## config.mk

```make
export PLATFORM = sky130hd
export DESIGN_NAME = sef_expand_flat
export DESIGN_NICKNAME = d
export VERILOG_FILES = /design/src/rtl/sef_pkg.sv /design/src/rtl/sef_stream_if.sv /design/src/rtl/sef_expand.sv /design/src/flat_wrapper.sv
export SDC_FILE = /design/constraint.sdc
export NUM_CORES = 1
export LEC_CHECK = 0
export ABC_AREA = 1
export BUFFER_PORTS_ARGS = -buffer_cell sky130_fd_sc_hd__buf_2
export CAP_MARGIN = 20
export CORE_ASPECT_RATIO = 2
export CORE_UTILIZATION = 25
export CTS_CLUSTER_DIAMETER = 80
export DETAILED_ROUTE_END_ITERATION = 7
export PLACE_DENSITY_LB_ADDON = 0.05
export SYNTH_ARGS = -nofsm -noshare
export SYNTH_HDL_FRONTEND = slang
export SYNTH_SLANG_ARGS = --single-unit
```

## constraint.sdc

```tcl
create_clock -name clk_i -period 2.7 [get_ports clk_i]
set_input_delay 0.27 -clock clk_i [delete_from_list [all_inputs] [get_ports clk_i]]
set_output_delay 0.27 -clock clk_i [all_outputs]
set_load 0.005 [all_outputs]
```

## src/rtl/sef_pkg.sv

```systemverilog
// shared types, constants and helpers of the 3x3 sobel edge filter
`default_nettype none

package sef_pkg;

  localparam int DEF_MAX_WIDTH  = 1024;
  localparam int DEF_MAX_HEIGHT = 1024;
  localparam int SIZE_RESET     = 1024;
  localparam int CFG_DATA_W     = 11;
  localparam int PIX_W          = 8;
  localparam int POS_W          = 10;
  localparam int LS_W           = 2 * PIX_W;
  localparam int GRP_DEPTH      = 8;
  localparam int NUM_SLOTS      = 4;

  typedef enum logic [0:0] {
    REG_WIDTH  = 1'b0,
    REG_HEIGHT = 1'b1
  } reg_idx_e;

  // result positions around the pixel just taken, in raster order
  typedef enum logic [1:0] {
    SLOT_UL = 2'd0,
    SLOT_UR = 2'd1,
    SLOT_LL = 2'd2,
    SLOT_LR = 2'd3
  } slot_e;

  typedef struct packed {
    logic [PIX_W-1:0] pixel_in;
  } pix_t;

  typedef struct packed {
    logic [POS_W-1:0] out_row;
    logic [POS_W-1:0] out_col;
    logic [PIX_W-1:0] out_value;
    logic             run_last;
    logic             frame_end;
  } res_t;

  typedef struct packed {
    reg_idx_e              index;
    logic [CFG_DATA_W-1:0] wdata;
  } cfg_t;

  // position and neighborhood flags of one pixel
  typedef struct packed {
    logic [POS_W-1:0] row;
    logic [POS_W-1:0] col;
    logic             prev_row;
    logic             last_row;
    logic             prev_col;
    logic             last_col;
    logic             interior;
  } pos_tag_t;

  // all results caused by one pixel
  typedef struct packed {
    logic [POS_W-1:0]                row;
    logic [POS_W-1:0]                col;
    logic [NUM_SLOTS-1:0]            mask;
    logic                            frame_end;
    logic [NUM_SLOTS-1:0][PIX_W-1:0] vals;
  } grp_t;

  function automatic int unsigned clamp_size(logic [CFG_DATA_W-1:0] v, int unsigned maxv);
    int unsigned r;
    r = 32'(v);
    if (v == '0) begin
      r = 1;
    end else if (r > maxv) begin
      r = maxv;
    end
    return r;
  endfunction

endpackage

`default_nettype wire

```

## src/rtl/sef_stream_if.sv

```systemverilog
// valid/ready channel carrying one payload beat
`default_nettype none

interface sef_stream_if #(
  parameter type T = logic
);
  logic valid;
  logic ready;
  T     data;

  modport source (output valid, output data, input ready);
  modport sink (input valid, input data, output ready);
endinterface

`default_nettype wire

```

## src/rtl/sef_expand.sv

```systemverilog
// group queue and expansion of each group into result beats
`default_nettype none

module sef_expand (
  input  wire            clk_i,
  input  wire            rst_ni,
  input  wire            push_i,
  input  wire sef_pkg::grp_t grp_i,
  output logic           retire_o,
  sef_stream_if.source   res_if
);
  import sef_pkg::*;

  localparam int PW = $clog2(GRP_DEPTH);

  grp_t                 fifo_q [GRP_DEPTH];
  logic [PW-1:0]        wr_ptr_q, rd_ptr_q;
  logic [PW:0]          cnt_q;
  logic [NUM_SLOTS-1:0] used_q, used_d;
  res_t                 res_q, res_d;
  logic                 out_valid_q, out_valid_d;

  grp_t                 head;
  logic                 nonempty;
  logic [NUM_SLOTS-1:0] rem;
  logic [NUM_SLOTS-1:0] after;
  logic                 found;
  slot_e                sel;
  logic                 load;
  logic                 emit;
  logic                 pop;

  assign head     = fifo_q[rd_ptr_q];
  assign nonempty = (cnt_q != '0);

  always_comb begin
    rem   = head.mask & ~used_q;
    found = 1'b0;
    sel   = SLOT_UL;
    for (int i = 0; i < NUM_SLOTS; i++) begin
      if (rem[i] && !found) begin
        found = 1'b1;
        sel   = slot_e'(i[1:0]);
      end
    end
    after = found ? (rem & ~(NUM_SLOTS'(1) << sel)) : '0;
    load  = !out_valid_q || res_if.ready;
    emit  = nonempty && found && load;
    pop   = nonempty && (!found || load) && (after == '0);

    used_d = used_q;
    if (pop) begin
      used_d = '0;
    end else if (emit) begin
      used_d = used_q | (NUM_SLOTS'(1) << sel);
    end

    res_d           = res_q;
    res_d.out_value = head.vals[sel];
    res_d.run_last  = (after == '0);
    res_d.frame_end = head.frame_end && (sel == SLOT_LR);
    case (sel)
      SLOT_UL: begin
        res_d.out_row = head.row - POS_W'(1);
        res_d.out_col = head.col - POS_W'(1);
      end
      SLOT_UR: begin
        res_d.out_row = head.row - POS_W'(1);
        res_d.out_col = head.col;
      end
      SLOT_LL: begin
        res_d.out_row = head.row;
        res_d.out_col = head.col - POS_W'(1);
      end
      SLOT_LR: begin
        res_d.out_row = head.row;
        res_d.out_col = head.col;
      end
      default: begin
        res_d.out_row = head.row;
        res_d.out_col = head.col;
      end
    endcase

    if (emit) begin
      out_valid_d = 1'b1;
    end else if (res_if.ready) begin
      out_valid_d = 1'b0;
    end else begin
      out_valid_d = out_valid_q;
    end
  end

  always_ff @(posedge clk_i or negedge rst_ni) begin
    if (!rst_ni) begin
      wr_ptr_q    <= '0;
      rd_ptr_q    <= '0;
      cnt_q       <= '0;
      used_q      <= '0;
      out_valid_q <= 1'b0;
    end else begin
      if (push_i) begin
        wr_ptr_q <= wr_ptr_q + PW'(1);
      end
      if (pop) begin
        rd_ptr_q <= rd_ptr_q + PW'(1);
      end
      cnt_q       <= cnt_q + (PW+1)'(push_i) - (PW+1)'(pop);
      used_q      <= used_d;
      out_valid_q <= out_valid_d;
    end
  end

  always_ff @(posedge clk_i) begin
    if (push_i) begin
      fifo_q[wr_ptr_q] <= grp_i;
    end
    if (emit) begin
      res_q <= res_d;
    end
  end

  assign retire_o     = pop;
  assign res_if.valid = out_valid_q;
  assign res_if.data  = res_q;

endmodule

`default_nettype wire

```

## src/flat_wrapper.sv

```systemverilog
// flat-port wrapper written by rule: the top's interface ports become plain ports
module sef_expand_flat import sef_pkg::*;
  (clk_i, rst_ni, push_i, grp_i, retire_o, res_if_valid, res_if_data, res_if_ready);
  sef_stream_if res_if_i ();
  input  wire clk_i;
  input  wire rst_ni;
  input  wire push_i;
  input  wire sef_pkg::grp_t grp_i;
  output logic retire_o;
  output wire logic [$bits(res_if_i.valid)-1:0] res_if_valid;
  output wire logic [$bits(res_if_i.data)-1:0] res_if_data;
  input wire logic [$bits(res_if_i.ready)-1:0] res_if_ready;
  assign res_if_valid = res_if_i.valid;
  assign res_if_data = res_if_i.data;
  assign res_if_i.ready = res_if_ready;
  sef_expand u_core (.clk_i(clk_i), .rst_ni(rst_ni), .push_i(push_i), .grp_i(grp_i), .retire_o(retire_o), .res_if(res_if_i));
endmodule
```

# After elaboration in Yosys (flattened, before gate mapping)
# Memories as Yosys holds them, arrays and structs flattened.
# Cells that the tools add are included.
[classes]
add_sub_neg = 4
mul = 0
div_mod_pow = 0
magnitude_cmp = 0
eq_ne = 1
shifts = 1
mux = 14
bitwise_logic = 5
n_reduce_logical = 19
[op_table]
columns = ["operator", "count"]
rows = [
  ["$mux W4", 3],
  ["$mux W1", 9],
  ["$and A4 B4 Y4", 2],
  ["$logic_and A1 B1 Y1", 8],
  ["$not A4 Y4", 2],
  ["$add A3 B1 Y3 const B", 2],
  ["$logic_not A1 Y1", 5],
  ["$add A4 B1 Y4", 1],
  ["$logic_not A4 Y1", 1],
  ["$mux W2", 2],
  ["$or A4 B4 Y4", 1],
  ["$reduce_bool A2 Y1", 2],
  ["$reduce_bool A4 Y1", 1],
  ["$shl A1 B2 Y4 const A", 1],
  ["$sub A4 B1 Y4", 1],
  ["$eq A2 B2 Y1 const B", 1],
  ["$logic_or A1 B1 Y1", 2],
]
[totals]
register_bits = 16
latchBits = 0
ram_bits = 456
mem_bits_ro = 0
in_bits = 61
out_inout_bits = 3
wordCells = 51
mem_count = 1
[mem_list]
columns = ["memory", "words", "word_bits", "rd", "rd_ports_with_merged_regs", "wr", "line", "rtl"]
rows = [
  ["u_core.fifo_q", 8, 57, 1, 0, 1, "sef_expand.sv:16", "grp_t fifo_q [GRP_DEPTH];"],
]

# Depth between registers and ports, before layout
# Gate-level depths: netlist (run 1).
[depth]
depth_word = 19
mapped_depth = 17
mapped_depth_nobuf = 16

# Worst setup path before layout (run 1)
# OpenSTA, ideal clock, no wires.
[synth_timing]
path_type = "reg2reg"
from = "register u_core.rd_ptr_q[0]"
to = "register u_core.cnt_q[2]"
setup_time_ns = 0.123
arrival_ns = 2.386
required_ns = 2.577
slack_ns = 0.192
path_stages_with_launch = 17
n_path_buf = 1
period_less_slack_ns = 2.508
cell_sequence = "dfrtp_1 > buf_2 > nor2_1 > nor2_1 > o21ai_1 > nand3_1 > nand3_1 > nand4_2 > nand2_1 > nand2_1 > nor2_2 > ha_1 > inv_1 > ha_1 > inv_1 > fa_1 > xnor2_1"
[synth_between]
elab_chain_len = 19
elab_cells_between_ends = 25
cone_classes = "1 x add/sub; 1 x shift; 8 x mux; 3 x bitwise; 11 x reduce/logical; 1 x memory"
[synth_rtl]
columns = ["element", "line", "rtl"]
rows = [
  ["from (decl)", "sef_expand.sv:17", "logic [PW-1:0] wr_ptr_q, rd_ptr_q;"],
  ["from (signal assigned)", "sef_expand.sv:106", "rd_ptr_q <= rd_ptr_q + PW'(1);"],
  ["$mem_v2 Z8 W57 *", "--", ""],
  ["$and A4 B4 Y4 *", "sef_expand.sv:37", "rem = head.mask & ~used_q;"],
  ["$mux W1", "sef_expand.sv:41", "if (rem[i] && !found) begin"],
  ["$logic_not A1 Y1", "sef_expand.sv:41", ""],
  ["$logic_and A1 B1 Y1", "sef_expand.sv:41", ""],
  ["$mux W1", "sef_expand.sv:41", ""],
  ["$logic_not A1 Y1", "sef_expand.sv:41", ""],
  ["$logic_and A1 B1 Y1", "sef_expand.sv:41", ""],
  ["[... 4 more ...]", "--", ""],
  ["$shl A1 B2 Y4", "sef_expand.sv:46", "after = found ? (rem & ~(NUM_SLOTS'(1) << sel)) : '0;"],
  ["$not A4 Y4", "sef_expand.sv:46", ""],
  ["$and A4 B4 Y4", "sef_expand.sv:46", ""],
  ["$mux W4", "sef_expand.sv:46", ""],
  ["$logic_not A4 Y1", "sef_expand.sv:49", "pop = nonempty && (!found || load) && (after == '0);"],
  ["$logic_and A1 B1 Y1 *", "sef_expand.sv:49", ""],
  ["net retire_o", "flat_wrapper.sv:9", "output logic retire_o;"],
  ["$sub A4 B1 Y4 *", "sef_expand.sv:108", "cnt_q <= cnt_q + (PW+1)'(push_i) - (PW+1)'(pop);"],
  ["to (signal assigned)", "sef_expand.sv:108", ""],
  ["to (decl)", "sef_expand.sv:18", "logic [PW:0] cnt_q;"],
]
# Mark *: on every way through the listed nets, which the timed path passes. The rest lies on a longest branch.
# A chain may end at the register's enable or synchronous reset.

# Worst setup path in the final report (run 1)
[layout_timing]
from = "register u_core.rd_ptr_q[0]"
to = "register u_core.cnt_q[1]"
[layout_between]
elab_chain_len = 19
elab_cells_between_ends = 25
cone_classes = "1 x add/sub; 1 x shift; 8 x mux; 3 x bitwise; 11 x reduce/logical; 1 x memory"
[layout_rtl]
columns = ["element", "line"]
rows = [
  ["$mem_v2 Z8 W57 *", "--"],
  ["$and A4 B4 Y4 *", "sef_expand.sv:37"],
  ["$mux W1", "sef_expand.sv:41"],
  ["$logic_not A1 Y1", "sef_expand.sv:41"],
  ["$logic_and A1 B1 Y1", "sef_expand.sv:41"],
  ["$mux W1", "sef_expand.sv:41"],
  ["$logic_not A1 Y1", "sef_expand.sv:41"],
  ["$logic_and A1 B1 Y1", "sef_expand.sv:41"],
  ["[... 3 more ...]", "--"],
  ["$mux W2", "sef_expand.sv:41"],
  ["$shl A1 B2 Y4", "sef_expand.sv:46"],
  ["$not A4 Y4", "sef_expand.sv:46"],
  ["$and A4 B4 Y4", "sef_expand.sv:46"],
  ["$mux W4", "sef_expand.sv:46"],
  ["$logic_not A4 Y1", "sef_expand.sv:49"],
  ["$logic_and A1 B1 Y1 *", "sef_expand.sv:49"],
  ["$sub A4 B1 Y4 *", "sef_expand.sv:108"],
]
# Mark *: on every way between the ends. The rest lies on a longest branch, timed or not.

==> results of run 1 <==
[final timing paths]
path | start | end | slack (ps) | cells after the start
setup / recovery | u_core.rd_ptr_q[0] | u_core.cnt_q[1] | 110 | 17
hold / removal | grp_i[35] | u_core.fifo_q[0][35] | 250 | 1
setup reg to reg | u_core.rd_ptr_q[0] | u_core.cnt_q[1] | 110 | 17
hold reg to reg | u_core.used_q[2] | u_core.used_q[2] | 480 | 2
max in group asynchronous | rst_ni | u_core.rd_ptr_q[0] | 1960 | 2
min in group asynchronous | rst_ni | u_core.cnt_q[1] | 430 | 2
[layout by cell type (no fill, tap or decap), drive strengths merged]
cell type     n
nand3        30
nand4         2
xnor2         2
dfrtp        15
ha            7
edfxtp       41
o21ai         6
inv          39
o31ai         1
o21bai        3
nor3          1
clkbuf        8
o32ai         1
buf          29
clkinv        2
nor2         22
xor2          2
a21boi        1
a21oi         4
fa            1
or2           2
nand2        72
dlygate4sd3   1
[through the flow]
stage          TNS, ps  cells  power [mW]  worst slack (ps)  utilization, %
6_report             0    427        4.09               113            32.6
5_1_grt          -15.9    427        4.45             -15.9            32.6
4_1_cts              0    423        3.78              11.5            30.4
3_5_place_dp         0    413        3.08              1.71            28.8
3_3_place_gp     -29.0    413        3.08             -16.4            28.8
2_1_floorplan        0    258        2.40               192               -
[metal layers]
metal	wire [um]	share of wire (%)	vias up
li1	-	-	900
met1	2340	36	861
met2	3880	60	16
met3	97	1.5	9
met4	140	2.2	0
met5	0	0	-
[final cells by class]
cell class / instances / area, um^2 / share of cell area [%]
flip-flops and latches: 56 / 1610 / 48.9
multi-input cells: 157 / 965 / 29.4
repair buffers: 31 / 253 / 7.69
well taps: 135 / 169 / 5.14
inverters: 40 / 155 / 4.72
clock buffers: 7 / 133 / 4.04
clock inverters: 1 / 3.75 / 0.114
[worst reg2reg max path, stage by stage, from the launching register on]
cell and delay, ps:
dfrtp_2 430, clkinv_4 100, buf_6 140, nand2_1 60, nand2_1 50, nand2_1 60
nand3_2 100, nand3_4 150, nand3_2 80, nand2_1 80, nand3_2 110, nor2_4 150
ha_4 220, inv_2 60, ha_4 120, inv_1 50, fa_2 510, inv_1 40
[cells by family after synthesis]
group           synth area share, %
compound gates                 4.00
simple gates                   21.6
buf+inv                        7.08
xor+xnor                       1.35
flops                          61.8
fa+ha+maj                      4.14
[report_power, final]
part | switching, mW | internal (mW) | leakage [nW] | total (mW)
sequential | 0.0830 | 1.12 | 0.555 | 1.20
combinational | 1.29 | 0.952 | 0.802 | 2.25
clock | 0.294 | 0.343 | 0.0655 | 0.637
[sequential cells by signal, summed over array words and instances, names as in the netlist]
register,count
u_core.rd_ptr_q,3
u_core.fifo_q,40
u_core.res_if.valid,1
u_core.used_q,4
u_core.wr_ptr_q,3
u_core.cnt_q,4
u_core.res_if.data,1
[timing repair]
item / 4_1_cts / 5_1_grt
buffers inserted: 1 / 2
hold endpoints to repair: 15 / 0
setup endpoints to repair: 2 / 2
pin swaps: 0 / 14
cloned: 0 / 2
hold buffers: 1 / 0
gates resized for setup: 2 / 38
==> flow_results.org, run 1 <==
** Synthesis
- Synthesized netlist cell count :: 258
- edfxtp_1 takes more of the synthesized area than any other cell.
- Net count after synthesis :: 327
- Most used DFF post-synth :: edfxtp_1
- The synthesized design contains 56 register bits.
- After synthesis, the largest area contributor takes up 47.4% of total cell area.
- The synthesized netlist occupies a cell area of 2600 um^2.
- By count the netlist is led by nand2_1, edfxtp_1, inv_1.
- Count of flip-flops with a built-in enable after synthesis :: 41
- The average instance in the mapped netlist occupies 10.1 um^2.
- During synthesis, Yosys emitted a total of 0 warnings.
- For this run, asynchronously set or reset flops after synthesis account for 26.8%.
- Dominant cells by area after synthesis :: edfxtp_1, dfrtp_1, nand2_1
- Counting distinct cell types in the post-synthesis netlist gives 29.
- nand2_1 is the most common cell in the netlist.
- For this run, the register share of the synthesized area comes to 61.8%.

** Clock tree
- Clock tree synthesis inserted a total of 5 buffers.
- After clock tree synthesis, the clock-pin slew on the worst setup and hold paths is 70 ps.
- Root buffer cell :: clkbuf_16
- The later pin in the worst-skew pair is clocked with a latency of 290 ps.
- For this design, the sink count on the clock tree is 56.
- The clock tree synthesis step divided the H-tree into 2 levels.
- TritonCTS built the clock tree.
- Buffer levels on the longest clock path :: 2

** Detailed routing
- The count of nets left with antenna violations once routing finished came out at 0.
- The first detailed-routing pass ran for 4 iterations.
- The final layout contains routed wiring with a total length of 6460 um.
- DRC errors left :: 0
- Dividing the detail-routed wire length by the instance count gives 15.1 um.
- 1st-iter DRT viols :: 64
- Dividing the detail-routed via count by the number of cells gives 4.18.
- Count of vias placed by the detailed router :: 1786

** Die
- Once the floorplan was initialized, standard cells occupied 25.8% of the core.
- Area of the core :: 10100 um^2
- The die covers 10800 um^2.
- The floorplan step set the die width to 74.1 um.
- From bottom edge to top edge, the die measures 146 um.
- Cell Rows :: 52
- 64 I/O pins were placed.

** STA
- Final critical-path required period :: 2590 ps
- The final hold violation count was 0.
- At the pin with the least slew margin, the transition time is 603 ps.
- After layout, the worst path uses 95.8% of the clock period.
- Count of final setup violators :: 0
- The tightest hold path in the finished design has a slack of 253 ps.
- Normalized max-slew margin :: 59.7%
- The number of pins exceeding their max-slew limit in the final report is 0.
- Setup Skew :: 9.60 ps
- Based on the critical path, the design can be clocked at up to 387 MHz.

** Global routing
- Initial antenna violation count :: 0
- Highest-utilization routing layer at the global route stage :: met2
- For this run, global-route usage on met2 was measured as 25.2%.
- The total overflow left after global routing is 0.
- Global-route met3 utilization :: 2.28%
- Met1 track demand over resource :: 12.6%
- Entering global routing, the biggest net connects 16 pins.
- In the global route stage, overall resource usage came out at 13.0%.
- The number of global-route vias before repair came to 1842.
- Global-route wire length before repair :: 9880 um

** Worst setup path
- By instance count, the cell type seen most on the critical path is nand2_1.
- Data required time at the worst endpoint :: 2890 ps
- STA classifies the critical path startpoint as a flip-flop.
- Data on the critical path arrives at its endpoint at 2780 ps.
- Cells traversed along the worst timing path :: clkinv_4 -> buf_6 -> nand2_1 -> nand2_1 -> nand2_1 -> nand3_2 -> nand3_4 -> nand3_2 -> nand2_1 -> nand3_2 -> nor2_4 -> ha_4 -> inv_2 -> ha_4 -> inv_1 -> fa_2 -> inv_1
- Path type of the worst setup path :: reg2reg
- In this design, the stage delay of the slowest critical-path cell is 510 ps.
- Highest-delay cell along the critical path :: fa_2
- Maximum fanout encountered on the critical timing path :: 5
- Gate family responsible for the most delay along the worst path :: adder cells
- Number of buffer and inverter stages on the critical path :: 5
- Kind of end point of the critical path :: flip-flop

** Job
- Max-capacitance violation count :: 0

** Status
- The run finished with clean final reports.

** Placed design
- Routability-driven placement finished with a final weighted congestion of 0.723.
- PortBufs :: 11
- Summed over all nets, the half-perimeter wirelength after detailed placement is 4740 um.
- Once placement finished, the instance area stood at 2910 um^2.

** Cells and area
- Filler instances :: 1055
- Final instance area :: 3290 um^2
- The repair_antennas step left the layout with diodes totalling 0.
- Layout cells sized above 1 :: 24.7%
- From synthesis to final layout, the design area changed by 26.4%.
- Final net count :: 360

** Min path
- Min-Delay Path Class :: in2reg

** Pwr
- Cell Pwr Density :: 1240 nW/um^2
- Static power due to leakage :: 1.42 nW
- IR drop worst, VDD :: 0.345 mV
Note: power is estimated with default switching activity, not from simulation.
==> inputs of run 2 (changes only) <==
--- a/config.mk
+++ b/config.mk
@@ -8,7 +8,6 @@
 export ABC_AREA = 1
 export BUFFER_PORTS_ARGS = -buffer_cell sky130_fd_sc_hd__buf_2
 export CAP_MARGIN = 20
-export CORE_ASPECT_RATIO = 2
 export CORE_UTILIZATION = 25
 export CTS_CLUSTER_DIAMETER = 80
 export DETAILED_ROUTE_END_ITERATION = 7
==> run 2 against run 1 <==
  * Utilization shrank 0.67 points
  * Critical path depth shrank 1
  * Clock skew grew 1.6 ps
  * Global-route usage shrank 1.3 points
  * Final area shrank 3.8%
  * Worst hold slack lost 21 ps
  * First-iteration DRC count shrank 31%
  * Worst setup slack lost 30 ps
  * Sequential share of layout area grew 1.9 points
  * Non-clock buffer count shrank 1
  * Critical endpoint unchanged
==> flow_results.org, run 2 (synthesized netlist as in run 1, its figures left out) <==
** Detailed routing
- DRT antenna net count :: 0 (unchanged)
- The count of vias placed by the detailed router is 1751 (-2.0%).
- The routed wire length came to 6050 um (-6.4%).
- Via density :: 4.13 (-1.3%)
- The number of detailed-route iterations in the first pass is 4 (unchanged).
- The violation count after the first detailed-route iteration was 44 (-31%).
- The mean routed wirelength per cell was 14.3 um (-5.7%).
- The number of design rule violations left after detail routing is 0 (unchanged).

** STA
- Worst-case setup margin in the final layout :: 83.2 ps (-29.6 ps)
- The final hold violation count came to 0 (unchanged).
- Normalized max-slew margin :: 54.9% (-4.8 points)
- Final critical-path required period :: 2620 ps (+29.6 ps)
- The achievable frequency is 382 MHz (-1.1%).
- Number of max-slew violations in the final report :: 0 (unchanged)
- Final critical-path share of the clock period :: 96.9% (+1.1 points)
- Setup Skew :: 11.2 ps (+1.56 ps)
- Count of final setup violators :: 0 (unchanged)
- The actual slew at the worst max-slew pin came to 675 ps (+71.7 ps).
- Setup repair after global routing missed its margin :: yes

** Min path
- Cell count of the worst hold path :: 1 (unchanged)
- The path class of the tightest hold or removal check is in2reg.

** Clock tree
- Number of H-tree levels :: 2 (unchanged)
- The clock buffer count from CTS came to 5 (unchanged).
- Clock network latency to the later pin of the worst-skew pair :: 310 ps (+20 ps)
- The number of sinks on the clock net was 56 (unchanged).
- The number of buffers on the longest clock path was 2 (unchanged).
- TritonCTS built the clock tree.
- The clock input transition at the sequential cells of the worst setup and hold paths came to 100 ps (+30 ps).
- Clock tree synthesis selected as its root buffer the cell clkbuf_8.

** Pwr
- The largest voltage drop on the vdd net is 0.332 mV (-3.8%).
- The total power density per cell area was 1190 nW/um^2 (-4.1%).
- Static power due to leakage :: 1.38 nW (-3.1%)
- The overall power of the completed layout was 3.77 mW (-7.8%).

** Placed design
- The total half-perimeter wirelength after legalization and detailed placement was 4100 um (-14%).
- PortBufs :: 11 (unchanged)
- Setup slack after placement :: 6.00 ps (+4.29 ps)
- The placer congestion estimate was 0.688 (-4.8%).
- Placed Instance Area :: 2900 um^2 (-0.17%)
- Placed Cells :: 409 (-0.97%)

** Worst setup path
- Worst flop-to-flop path startpoint :: u_core.rd_ptr_q[0]
- The number of cells on the worst reg-to-reg path came to 16 (-1).
- Maximum fanout encountered on the critical timing path :: 6 (+1)
- The arrival time at the worst endpoint is 2820 ps (+40 ps).
- Critical Path Source Type :: flip-flop
- Data required time at the worst endpoint :: 2910 ps (+20 ps)
- Worst setup path startpoint :: u_core.rd_ptr_q[0]
- Terminus of the critical flop-to-flop path :: u_core.cnt_q[1]
- Reg-to-reg setup timing slack :: 80 ps (-30 ps)
- Path type of the worst setup path :: reg2reg
- STA classifies the critical path endpoint as a flip-flop.
- The critical path ends at u_core.cnt_q[1].

** Die
- The effective utilization at floorplan was 26.2% (+0.46 points).
- The number of cell rows came to 36 (-31%).
- The width of the die came to 104 um (+40%).
- The core footprint came to 9910 um^2 (-1.7%).
- The die area came to 10800 um^2 (-0.23%).
- The I/O pin total is 64 (unchanged).
- The die boundary height came to 104 um (-29%).

** Cells and area
- Layout cells sized above 1 :: 21.3% (-3.4 points)
- Area of all sequential standard cells :: 1610 um^2 (unchanged)
- Final instance area :: 3160 um^2 (-3.8%)
- The final standard cell count with taps included and fillers excluded came to 424 (-0.70%).
- Core Util, Final :: 31.9% (-0.67 points)
- Relative to the synthesized area, the layout overhead comes to 21.7%.
- Leaving out fill and tap cells, the most frequent cell in the layout is nand2_1.
- Filler instances :: 1055 (unchanged)
- Largest register FFs :: 40 (unchanged)
- The largest registers in the layout are u_core.fifo_q x40, u_core.cnt_q x4, u_core.used_q x4.
- The number of nets in the layout is 359 (-0.28%).
- More flip-flops sit in one register than any other, and that register is u_core.fifo_q.
- The library cells used most frequently in the layout, excluding fill and tap cells, are nand2_1, edfxtp_1, inv_1, nand3_1, nor2_1.
- Number of antenna diodes :: 0 (unchanged)
- Area of the multi-input gates :: 883 um^2 (-8.4%)

** Status
- Outcome :: finished clean

** Global routing
- Total congestion overflow :: 0 (unchanged)
- Initial antenna violation count :: 0 (unchanged)
- Largest net degree at the start of global routing :: 22 (+6)
- The number of global-route vias before repair was 1678 (-8.9%).
- Total global routing track utilization :: 11.7% (-1.3 points)
- Global-route wire length before repair :: 9450 um (-4.4%)

** Job
- The count of maximum capacitance violations came to 0 (unchanged).
## run 2: timing repair
action                     4_1_cts  5_1_grt
pin swaps                        0        8
gates resized for setup          1       21
buffers inserted                 0        4
hold endpoints to repair        15        0
cloned                           0        2
hold buffers                     1        0
setup endpoints to repair        2        3
## run 2: per-stage QoR
| stage | hold slack (ps) | setup TNS, ps |
|---|---|---|
| detailed placement | 234 | 0 |
| global placement | 235 | 0 |
| CTS | 229 | 0 |
| floorplan | -25.6 | 0 |
| global route | 239 | -123 |
| finish | 232 | 0 |
## run 2: area by class of cell
type	instances	area share, %
Multi-Input combinational cell	157	27.9
Timing Repair Buffer	30	8.35
Tap cell	133	5.26
Clock inverter	2	0.396
Clock buffer	6	2.30
Inverter	40	4.91
Sequential cell	56	50.9
## run 2: worst max-delay path, cell delays in order (launching register included)
cell	delay [ps]
dfrtp_2	500
buf_12	170
nor2_4	100
nor2_2	40
o21ai_1	70
nand3_1	130
nand3_2	130
nand4_2	90
nand2_1	90
nand2_2	70
nor2_4	160
ha_4	220
inv_4	50
ha_4	120
inv_2	30
fa_2	520
inv_2	30
## run 2: worst min-delay path by stage
stage,to,start
final,u_core.fifo_q[6][35],grp_i[35]
after global routing,u_core.fifo_q[6][33],grp_i[33]
after CTS,u_core.fifo_q[6][35],grp_i[35]
after detailed placement,u_core.cnt_q[2],rst_ni
after global placement,u_core.cnt_q[2],rst_ni
after floorplan,u_core.cnt_q[0],rst_ni
## run 2: routing by layer
layer | track usage (%) | share of wire [%] | vias to the layer above | wire, um
met5 | 0 | 0 | - | 0
met4 | 3.06 | 0.81 | 0 | 49
met3 | 2.26 | 2.5 | 4 | 150
met2 | 18.8 | 46 | 24 | 2790
met1 | 16.2 | 51 | 824 | 3060
li1 | - | - | 899 | -
## run 2: power breakdown
group | internal [mW] | total, mW | switching [mW] | leakage, nW
clock network | 0.182 | 0.457 | 0.274 | 0.0412
logic | 0.926 | 2.10 | 1.18 | 0.783
registers | 1.12 | 1.21 | 0.0909 | 0.555
==> inputs of run 3 (changes only) <==
--- a/config.mk
+++ b/config.mk
@@ -8,7 +8,7 @@
 export ABC_AREA = 1
 export BUFFER_PORTS_ARGS = -buffer_cell sky130_fd_sc_hd__buf_2
 export CAP_MARGIN = 20
-export CORE_UTILIZATION = 25
+export CORE_UTILIZATION = 53
 export CTS_CLUSTER_DIAMETER = 80
 export DETAILED_ROUTE_END_ITERATION = 7
 export PLACE_DENSITY_LB_ADDON = 0.05
==> run 3 against run 2 <==
  * Non-clock buffer count down 1
  * Clock skew is 7.1 ps lower
  * Power up 0.42%
  * Global-route usage up 8.5 points
  * Register-to-register slack barely moved
  * Routed wire length is 14% lower
  * Clock power is 2% lower
  * Sequential share of layout area up 0.53 points
  * Combinational power about the same
  * First-iteration DRC count increased by 150%
  * Critical path depth did not move
  * Via count grew 1.9%
  * Largest power group unchanged
==> flow_results.org, run 3 (synthesized netlist as in run 1, its figures left out) <==
** Worst setup path
- The setup path with the least slack is of type reg2reg.
- The maximum fanout along the worst path is 10 (+4).
- In this run the critical register-to-register path is launched from u_core.rd_ptr_q[0].
- Terminus of the critical flop-to-flop path :: u_core.cnt_q[1]
- Kind of end point of the critical path :: flip-flop
- Reg-to-reg setup timing slack :: 70 ps (about the same)
- Worst Path Arrival :: 2830 ps (about the same)
- Data required time at the worst endpoint :: 2910 ps (about the same)
- Critical Path Source Type :: flip-flop
- Number of cells traversed by the worst register-to-register path :: 16 (unchanged)

** Die
- Initial cell density of the core :: 55.0% (+29 points)
- The number of cell rows is 25 (-31%).
- The I/O pin total came to 64 (unchanged).
- The core footprint is 4720 um^2 (-52%).
- The die area was 5190 um^2 (-52%).
- The width of the die was 72.0 um (-31%).
- Chip Height :: 72.0 um (-31%)

** Clock tree
- The clock latency on the worst-skew pair came to 300 ps (about the same).
- The clock input transition at the sequential cells of the worst setup and hold paths is 100 ps (about the same).
- TritonCTS built the clock tree.
- Number of H-tree levels :: 2 (unchanged)
- Root buffer cell :: clkbuf_8
- Buffer levels on the longest clock path :: 2 (unchanged)
- Number of buffers inserted during clock tree synthesis :: 5 (unchanged)
- The number of sinks on the clock net was 56 (unchanged).

** STA
- Slew of the pin with the lowest slew margin :: 618 ps (-56.1 ps)
- The number of failing setup endpoints in the final timing report came to 0 (unchanged).
- The relative slew slack came to 58.6% (+3.8 points).
- The achievable frequency was 381 MHz (-0.41%).
- Hold Fails Final Rpt :: 0 (unchanged)
- The post-route clock period utilization is 97.3% (+0.40 points).
- Number of max-slew violations in the final report :: 0 (unchanged)
- Setup Skew :: 4.09 ps (-7.06 ps)
- The minimum clock period came to 2630 ps (+10.8 ps).
- The final-layout setup total negative slack was 0 ps (unchanged).

** Global routing
- Global-route track usage on met2 :: 32.7% (+14 points)
- Global-route wire length before repair :: 7550 um (-20%)
- The number of antenna violations at the first check in global routing is 0 (unchanged).
- Via count of the first global-routing pass :: 1601 (-4.6%)
- Global-route met3 utilization :: 3.33% (+1.1 points)
- The met1 track demand over resource in global routing was 27.2% (+11 points).
- Highest-utilization routing layer at the global route stage :: met2
- Total congestion overflow :: 0 (unchanged)
- The pin count of the biggest net entering global routing came to 22 (unchanged).
- Total global routing track utilization :: 20.2% (+8.5 points)

** Detailed routing
- DRC errors left :: 0 (unchanged)
- TritonRoute pass-1 iters :: 4 (unchanged)
- The count of vias placed by the detailed router came to 1785 (+1.9%).
- The post-detailed-route via-to-cell ratio was 5.00 (+21%).
- Average wire length per cell after detail routing :: 14.5 um (+1.8%)
- 1st-iter DRT viols :: 109 (+150%)
- The routed wire length was 5190 um (-14%).
- DRT antenna net count :: 0 (unchanged)

** Cells and area
- The total inserted antenna cells is 0 (unchanged).
- Counting flops per register, the top entry is u_core.fifo_q.
- From synthesis to final layout, the design area changed by 20.5%.
- The library cell used most frequently in the layout, excluding fill and tap cells, is nand2_1.
- The number of flip-flops under the largest register name came to 40 (unchanged).
- The final non-filler cell area came to 3130 um^2 (-0.95%).
- Leaving out fill and tap cells, the most frequent cells in the layout are nand2_1, edfxtp_1, inv_1, nor2_1, nand3_1.
- The largest registers in the layout are u_core.fifo_q x40, u_core.cnt_q x4, u_core.used_q x4.
- The number of nets in the layout is 358 (-0.28%).
- The share of final-layout standard cells stronger than drive strength 1 came to 25.2% (+3.9 points).

** Min path
- Min-Delay Path Class :: in2reg
- Sink of the worst hold path :: u_core.fifo_q[7][35]
- The number of cells traversed by the worst hold path came to 1 (unchanged).
- Min-delay src :: grp_i[35]

** Status
- The flow ran to the end, and the final reports show no timing, DRC or antenna violations.

** Pwr
- The total power density per cell area came to 1210 nW/um^2 (+1.4%).
- Part of the power in combinational logic :: 56.1% (+0.3 points)
- The internal power component was 2.23 mW (+0.15%).
- The sequential power share came to 32.0% (about the same).
- The switching power is 1.56 mW (+0.83%).
- IR drop worst, VDD :: 0.798 mV (+140%)
- Clock group share of total power :: 11.9% (-0.2 points)
- The switching share of power is 41.1% (+0.16 points).
- The overall power of the completed layout was 3.79 mW (+0.42%).
- The leakage component of the power came to 1.39 nW (+0.78%).

** Placed design
- The total half-perimeter wirelength after legalization and detailed placement came to 3310 um (-19%).
- PortBufs :: 11 (unchanged)
- The placer congestion estimate was 0.790 (+15%).
- The placement-stage cell area came to 2800 um^2 (-3.6%).

** Job
- Max-capacitance violation count :: 0 (unchanged)
## run 3: cell types whose count changed in the layout (fill, tap and decap cells not counted), moves of 2 or more
cell     change
nand3_1      -7
nand3_2      +6
nand2_1      -5
nand2_2      +5
o21ai_1      -3
inv_1        +2
inv_4        -2
nor2_1       +2
nor2_4       -2
o21ai_4      +2
## run 3: area by class of cell
cell class,count,area [um^2]
Timing Repair Buffer,29,251
Fill cell,383,1590
Tap cell,67,83.8
Inverter,40,150
Multi-Input combinational cell,157,948
Sequential cell,56,1610
Clock inverter,2,16.3
Clock buffer,6,72.6
## run 3: worst max-delay path by stage
stage | from | slack, ps | cells after the start | endpoint
2_1_floorplan | u_core.rd_ptr_q[0] | 190 | 16 | u_core.cnt_q[2]
6_report | u_core.rd_ptr_q[0] | 70 | 16 | u_core.cnt_q[1]
5_1_grt | u_core.rd_ptr_q[0] | -20 | 17 | u_core.cnt_q[1]
4_1_cts | u_core.rd_ptr_q[0] | 40 | 16 | u_core.cnt_q[1]
3_3_place_gp | u_core.rd_ptr_q[0] | 80 | 16 | u_core.cnt_q[1]
3_5_place_dp | u_core.rd_ptr_q[0] | 60 | 16 | u_core.cnt_q[1]
## run 3: worst max-delay path, stage by stage (launching register included)
cell and delay, ps:
dfrtp_2 450, inv_2 90, buf_12 130, nand2_1 50, nand2_1 70, nand2_1 50, nand3_1 80, nand3_2 160
or2_1 270, nand3_2 100, nor2_4 50, ha_4 200, inv_1 50, ha_2 180, inv_2 40, fa_2 510
inv_1 40
## run 3: stage by stage
stage | util, % | setup slack (ps) | instances | hold WS, ps
6_report | 66.3 | 72.4 | 357 | 232
5_1_grt | 66.3 | -19.4 | 357 | 219
4_1_cts | 61.3 | 40.8 | 349 | 225
3_5_place_dp | 59.2 | 59.3 | 340 | 203
3_3_place_gp | 59.2 | 75.7 | 340 | 204
2_1_floorplan | - | 192 | 258 | -25.6
## run 3: per-layer routing
metal | wire, um | vias to the layer above
met4 | 95 | 0
met3 | 221 | 6
met1 | 2320 | 837
met2 | 2550 | 47
met5 | 0 | -
li1 | - | 895
## run 3: timing repair
item | CTS | global route
setup buffers | 0 | 7
hold buffers | 1 | 0
hold endpoints to repair | 15 | 0
endpoints found under the setup margin | 0 | 2
resized for setup | 0 | 37
## run 3: power by group through the flow
stage | clock network (mW) | registers [mW] | logic [mW]
after floorplan | 0 | 1.21 | 1.19
after global placement | 0 | 1.22 | 1.66
after detailed placement | 0 | 1.22 | 1.68
after CTS | 0.460 | 1.20 | 1.69
after global routing | 0.491 | 1.23 | 2.36
final | 0.449 | 1.21 | 2.13
